## src/hw/rtl/rgbc_pkg.sv

```systemverilog
// Package for the RGB 3x3 convolution block: sizes, register codes and the
// types passed between its stages. No dependencies.
`timescale 1ns / 1ps

package rgbc_pkg;

    localparam int MAX_WIDTH    = 1024;
    localparam int COL_W        = $clog2(MAX_WIDTH);
    localparam int WIDTH_REG_W  = 11;
    localparam int HEIGHT_REG_W = 16;
    localparam int COEF_W       = 16;
    localparam int KROW_W       = 3 * COEF_W;
    localparam int CH_W         = 8;
    localparam int PIX_W        = 3 * CH_W;
    localparam int TAPS         = 9;
    localparam int FRAC_W       = 12;
    localparam int PROD_W       = CH_W + 1 + COEF_W;
    localparam int RSUM_W       = PROD_W + 2;
    localparam int TOTAL_W      = RSUM_W + 2;
    localparam int CFG_DATA_W   = KROW_W;

    localparam logic [CH_W-1:0] PIX_MAX = 8'd255;

    localparam logic [WIDTH_REG_W-1:0]  WIDTH_RESET  = 11'd1024;
    localparam logic [HEIGHT_REG_W-1:0] HEIGHT_RESET = 16'd768;
    localparam logic [KROW_W-1:0]       KTOP_RESET   = 48'h0000_0000_0000;
    localparam logic [KROW_W-1:0]       KMID_RESET   = 48'h0000_1000_0000;
    localparam logic [KROW_W-1:0]       KBOT_RESET   = 48'h0000_0000_0000;

    typedef enum logic [2:0] {
        CFG_IMAGE_WIDTH   = 3'd0,
        CFG_IMAGE_HEIGHT  = 3'd1,
        CFG_KERNEL_TOP    = 3'd2,
        CFG_KERNEL_MIDDLE = 3'd3,
        CFG_KERNEL_BOTTOM = 3'd4
    } cfg_index_t;

    // One pixel leaving the line store stage, with its column neighbours above.
    typedef struct packed {
        logic [PIX_W-1:0] top;
        logic [PIX_W-1:0] mid;
        logic [PIX_W-1:0] px;
        logic             emit;
        logic             last;
    } line_item_t;

    typedef logic [TAPS-1:0][PIX_W-1:0] window_t;
    typedef logic [2:0][KROW_W-1:0]     kernel_t;

endpackage

```

## src/hw/rtl/rgbc_window.sv

```systemverilog
// 3x3 pixel window for the RGB convolution: shifts in one column per pixel
// and presents it for interior pixels. Uses rgbc_pkg.
`timescale 1ns / 1ps

module rgbc_window (
    input  logic                 aclk,
    input  logic                 aresetn,
    input  logic                 in_valid,
    output logic                 in_ready,
    input  rgbc_pkg::line_item_t in_item,
    output logic                 out_valid,
    input  logic                 out_ready,
    output rgbc_pkg::window_t    out_window,
    output logic                 out_last
);

    rgbc_pkg::window_t win_reg;
    logic              v2_reg, last2_reg;
    logic              take;

    assign in_ready = !v2_reg || out_ready;
    assign take     = in_valid && in_ready;

    always_ff @(posedge aclk) begin
        if (!aresetn) begin
            win_reg   <= '0;
            v2_reg    <= 1'b0;
            last2_reg <= 1'b0;
        end else begin
            if (take) begin
                win_reg[0] <= win_reg[1];
                win_reg[1] <= win_reg[2];
                win_reg[2] <= in_item.top;
                win_reg[3] <= win_reg[4];
                win_reg[4] <= win_reg[5];
                win_reg[5] <= in_item.mid;
                win_reg[6] <= win_reg[7];
                win_reg[7] <= win_reg[8];
                win_reg[8] <= in_item.px;
                // border pixels update the window but leave no item behind
                v2_reg     <= in_item.emit;
                last2_reg  <= in_item.last;
            end else if (out_ready) begin
                v2_reg     <= 1'b0;
            end
        end
    end

    assign out_valid  = v2_reg;
    assign out_window = win_reg;
    assign out_last   = last2_reg;

endmodule

```

## config.mk

```make
export PLATFORM = sky130hd
export DESIGN_NAME = rgbc_window
export DESIGN_NICKNAME = d
export VERILOG_FILES = /design/src/hw/rtl/rgbc_pkg.sv /design/src/hw/rtl/rgbc_window.sv
export SDC_FILE = /design/constraint.sdc
export NUM_CORES = 1
export LEC_CHECK = 0
export ABC_AREA = 1
export BUFFER_PORTS_ARGS = -buffer_cell sky130_fd_sc_hd__clkbuf_2
export CORE_AREA = 10 10 154 156
export DETAILED_ROUTE_END_ITERATION = 16
export DIE_AREA = 0 0 164 166
export PLACE_DENSITY = 0.77
export REMOVE_ABC_BUFFERS = 1
export SYNTH_ARGS = -nofsm -noshare
export SYNTH_HDL_FRONTEND = slang
export SYNTH_SLANG_ARGS = --single-unit
```

## constraint.sdc

```tcl
create_clock -name aclk -period 1.15 [get_ports aclk]
set_input_delay 0.0575 -clock aclk [delete_from_list [all_inputs] [get_ports aclk]]
set_output_delay 0.0575 -clock aclk [all_outputs]
set_load 0.05 [all_outputs]
```

Word-level counts from Yosys, hierarchy flattened
Index checks and enable logic that the tools add are counted.
Storage, ports and cells
  output and inout bits: 219
  RAM bits: 0
  bits in latches: 0
  memory bits (read-only): 0
  register bits: 218
  word-level logic and storage cells: 17
  memories kept: 0
  bits of input ports: 78
Cells by class
  equality and inequality tests: 0
  bitwise operators: 0
  mux-type cells: 2
  shift-type cells: 0
  magnitude comparators: 0
  reductions and logical operators: 4
  $add $sub $neg: 0
  multiply operators: 0
  div/mod/pow operators: 0
Operators by type and width (count)
  1-bit 2-to-1 mux: 2
  2-bit nonzero test: 1
  1-bit logical AND: 1
  1-bit logical NOT: 1
  1-bit logical OR: 1

Depth between registers and ports, before layout
  depth after elaboration: 4
  depth in mapped cells: 7
  gate-level depth less buffers: 5

Worst setup path before layout
OpenSTA, ideal clock, no wires.
  path kind: register to register
  from: reg v2_reg (netlist: out_valid)
  to: reg win_reg (netlist bit out_window[10])
  period minus slack after synthesis: 1.510 ns
  stages on the path, launching flop included: 6
  setup slack: -0.360 ns
  data required time: 1.033 ns
  buffers on the path: 2
  library setup time: 0.117 ns
  data arrival time: 1.394 ns
  cells stage by stage: dfxtp_1 -> nand2_1 -> buf_2 -> buf_2 -> a21oi_1 -> nor2_1
On the way
  longest elaborated chain between the ends: 3
RTL lines
  start: declaration: line rgbc_window.sv:18  | logic v2_reg, last2_reg;
  start signal: assignment: line rgbc_window.sv:41  | v2_reg <= in_item.emit;
  1-bit logical NOT: line rgbc_window.sv:21  | assign in_ready = !v2_reg || out_ready;
  1-bit logical OR: line rgbc_window.sv:21
  net in_ready: line rgbc_window.sv:9  | output logic in_ready,
  1-bit logical AND: line rgbc_window.sv:22  | assign take = in_valid && in_ready;
  end: declaration: line rgbc_window.sv:17  | rgbc_pkg::window_t win_reg;
The timed path passes the listed nets, and every way through them passes these cells.
A chain may end at the register's enable or synchronous reset.

Worst setup path in the final report
  from: reg v2_reg (netlist: out_valid)
  to: reg win_reg (netlist bit out_window[110])
On the way
  longest elaborated chain between the ends: 3
RTL lines (line)
  1-bit logical NOT: rgbc_window.sv:21
  1-bit logical OR: rgbc_window.sv:21
  1-bit logical AND: rgbc_window.sv:22
Every way passes these cells.

==> results.yml <==
place:
  gp_congestion: 0.811
  place_area_sq_um: 11500
  port_buffers: 296
  dpl.hpwl_microns: 18600
floorplan:
  fp.dieW_microns: 164
  initial_core_util: 0.464
  die_h_microns: 166
  core_area_sq_um: 20700
  dieArea_sq_um: 27200
  io_pins: 297
  core.rowCount: 53
final_layout:
  drive_gt1_frac: 0.347
  area_growth_pct: 64.8
  multi_input_area_sq_um: 4210
  seq_area_sq_um: 4530
  nets: 1853
  final_cell_area_sq_um: 15800
  n_fill_cell: 1170
drt:
  wl_microns: 38500
  vias: 11000
  first_pass_iters: 6
  avgViaCountPerCell: 5.32
  wl_met3_microns: 3280
  routed-wl-met2_microns: 19700
  wl_met1_microns: 13700
  top_layer_used: "met4"
  drtIter0Drc: 1022
  wl_per_cell_microns: 18.6
  drcViolationCount: 0
  ant_nets: 0
timing:
  slew_headroom: 0.488
  min_period_ns: 1.60
  setup_tns_ns: -18.36
  period_share: 1.39
  drv_slew: 0
  setup_ws_ns: -0.446
  fmax_mhz: 627
  worstMarginPinSlew_ns: 0.768
  finalClockSkew_ns: 0.0141
  finalSetupViolCount: 157
  hold_viol: 0
  rsz0062_at_grt: "true"
power_and_ir_drop:
  clock_power_share: 0.342
  p_leak_nw: 7.71
  comb_power_share: 0.275
  power_switching_w: 0.00759
  p_int_w: 0.0154
  irDropWorstVdd_mv: 1.19
  seqPwrFrac: 0.383
  swShare: 0.330
  powerDensity_nw_per_um2: 1450
synth:
  ys_seq_area_frac: 0.455
  synth_warnings: 0
  netlist_instances: 1427
  yosysMostFrequentCell: "nand2_1"
  synth_area_sq_um: 9600
  synth_top_area_share: 0.455
  synth_top_area_cell: "dfxtp_1"
  synth_edf_count: 0
  ys_top_cells_by_count: "nand2_1, dfxtp_1, inv_1"
  ys.flop_type: "dfxtp_1"
  synth-seq-cells: 218
  synth.avg_cell_area_sq_um: 6.73
  async_flop_share: 0
  ys_top_cells_by_area: "dfxtp_1, a21oi_1, nand3_1"
  ys_types: 12
grt:
  grt_pass1_vias: 10500
  grtUsageTotal: 0.245
  grt_antenna_before_repair: 1
  grt_pass1_wl_microns: 55800
  grt_max_degree: 67
  gr-total-overflow: 0
worst_setup_path:
  cp-start-kind: "flop"
  crit_type: "flop to flop"
  crit_fanout: 8
  cp.arrival_ns: 1.97
  cp-end-kind: "flop"
  worstPathRequired_ns: 1.53
clock_network:
  clk_path_buf_depth: 3
  htree_levels: 1
  root_buffer: "clkbuf_16"
  cts_sinks: 218
  path_clk_slew_ns: 0.06
  cts_tree: "yes"
  clock_latency_ns: 0.51
  numCtsBuffers: 24
status:
  status: "finished, violations left"
  failed_checks: "negative setup slack"
min_path:
  hp-class: "input pin to flop"
job:
  maxCapViolCount: 0
## timing repair
action	in CTS	in global routing
resized for setup	526	153
hold buffers	78	0
cloned	1	8
pin swaps	1	12
endpoints found under the setup margin	224	276
hold endpoints to repair	95	0
setup buffers	4	2
## cell type report
type	instances	share of cell area
clock buffers	40	0.0488
repair buffers	442	0.322
multi-input cells	871	0.266
diodes	1	0.000158
well taps	275	0.0218
clock inverters	3	0.00253
flip-flops and latches	218	0.286
inverters	218	0.0517
## cells in the final DEF (no fill, tap or decap), drive strengths merged, types with 2 or more instances in the layout
cell,instances
a21oi,217
buf,79
clkbuf,325
clkinv,2
dfxtp,218
dlygate4sd3,77
inv,218
nand2,219
nand3,217
nor2,217
## logic make-up (layout without fill, tap and decap cells)
group,after synthesis,after routing,share of synthesized area
buffers and inverters,338,703,0.148
DFF,218,218,0.455
other,0,1,0
and+or+nand+nor,653,653,0.284
AOI/OAI and AO/OA,218,218,0.114
## metal layers
metal  GRT usage  vias to the layer above
li1            -                     5138
met1       0.261                     5119
met2       0.438                      586
met3      0.0716                      154
met4       0.105                        0
met5           0                        -
## state kept, by name, summed over array words and instances (netlist names)
name	flops
out_valid	1
out_window	216
out_last	1
## worst paths after layout
path / cells after the start / slack [ns] / from / to
max: 8 / -0.45 / out_valid$_SDFFE_PN0P_ / out_window[110]$_SDFFE_PN0P_
min: 4 / 0.13 / in_valid / out_window[113]$_SDFFE_PN0P_
max reg2reg: 8 / -0.45 / out_valid$_SDFFE_PN0P_ / out_window[110]$_SDFFE_PN0P_
min reg2reg: 2 / 0.48 / out_window[82]$_SDFFE_PN0P_ / out_window[82]$_SDFFE_PN0P_
## worst max-delay path, stage by stage (launching register included)
cell and delay (ns):
dfxtp_2 0.35, nand2_4 0.08, buf_12 0.14, buf_4 0.15, buf_12 0.15, buf_8 0.14, nand3_2 0.06, nand2_1 0.06
nor2_1 0.32
## power by group through the flow
stage	clock [W]	sequential, W	combinational (W)
6_report	0.00786	0.00880	0.00631
4_1_cts	0.00791	0.00869	0.00580
5_1_grt	0.00822	0.00884	0.00666
3_5_place_dp	0	0.00871	0.00477
2_1_floorplan	0	0.0106	0.00145
3_3_place_gp	0	0.00870	0.00470
## through the flow
stage	util	hold WS, ns	std cells	power, W	setup slack [ns]
after floorplan	-	0.178	1307	0.0120	-6.97
after global placement	0.558	0.333	1931	0.0134	0.0308
after detailed placement	0.558	0.343	1931	0.0135	-0.000975
after CTS	0.730	0.110	2057	0.0224	-0.260
after global routing	0.764	0.137	2068	0.0237	-0.491
final	0.764	0.129	2068	0.0230	-0.446
Note: power is estimated with default switching activity, not from simulation.
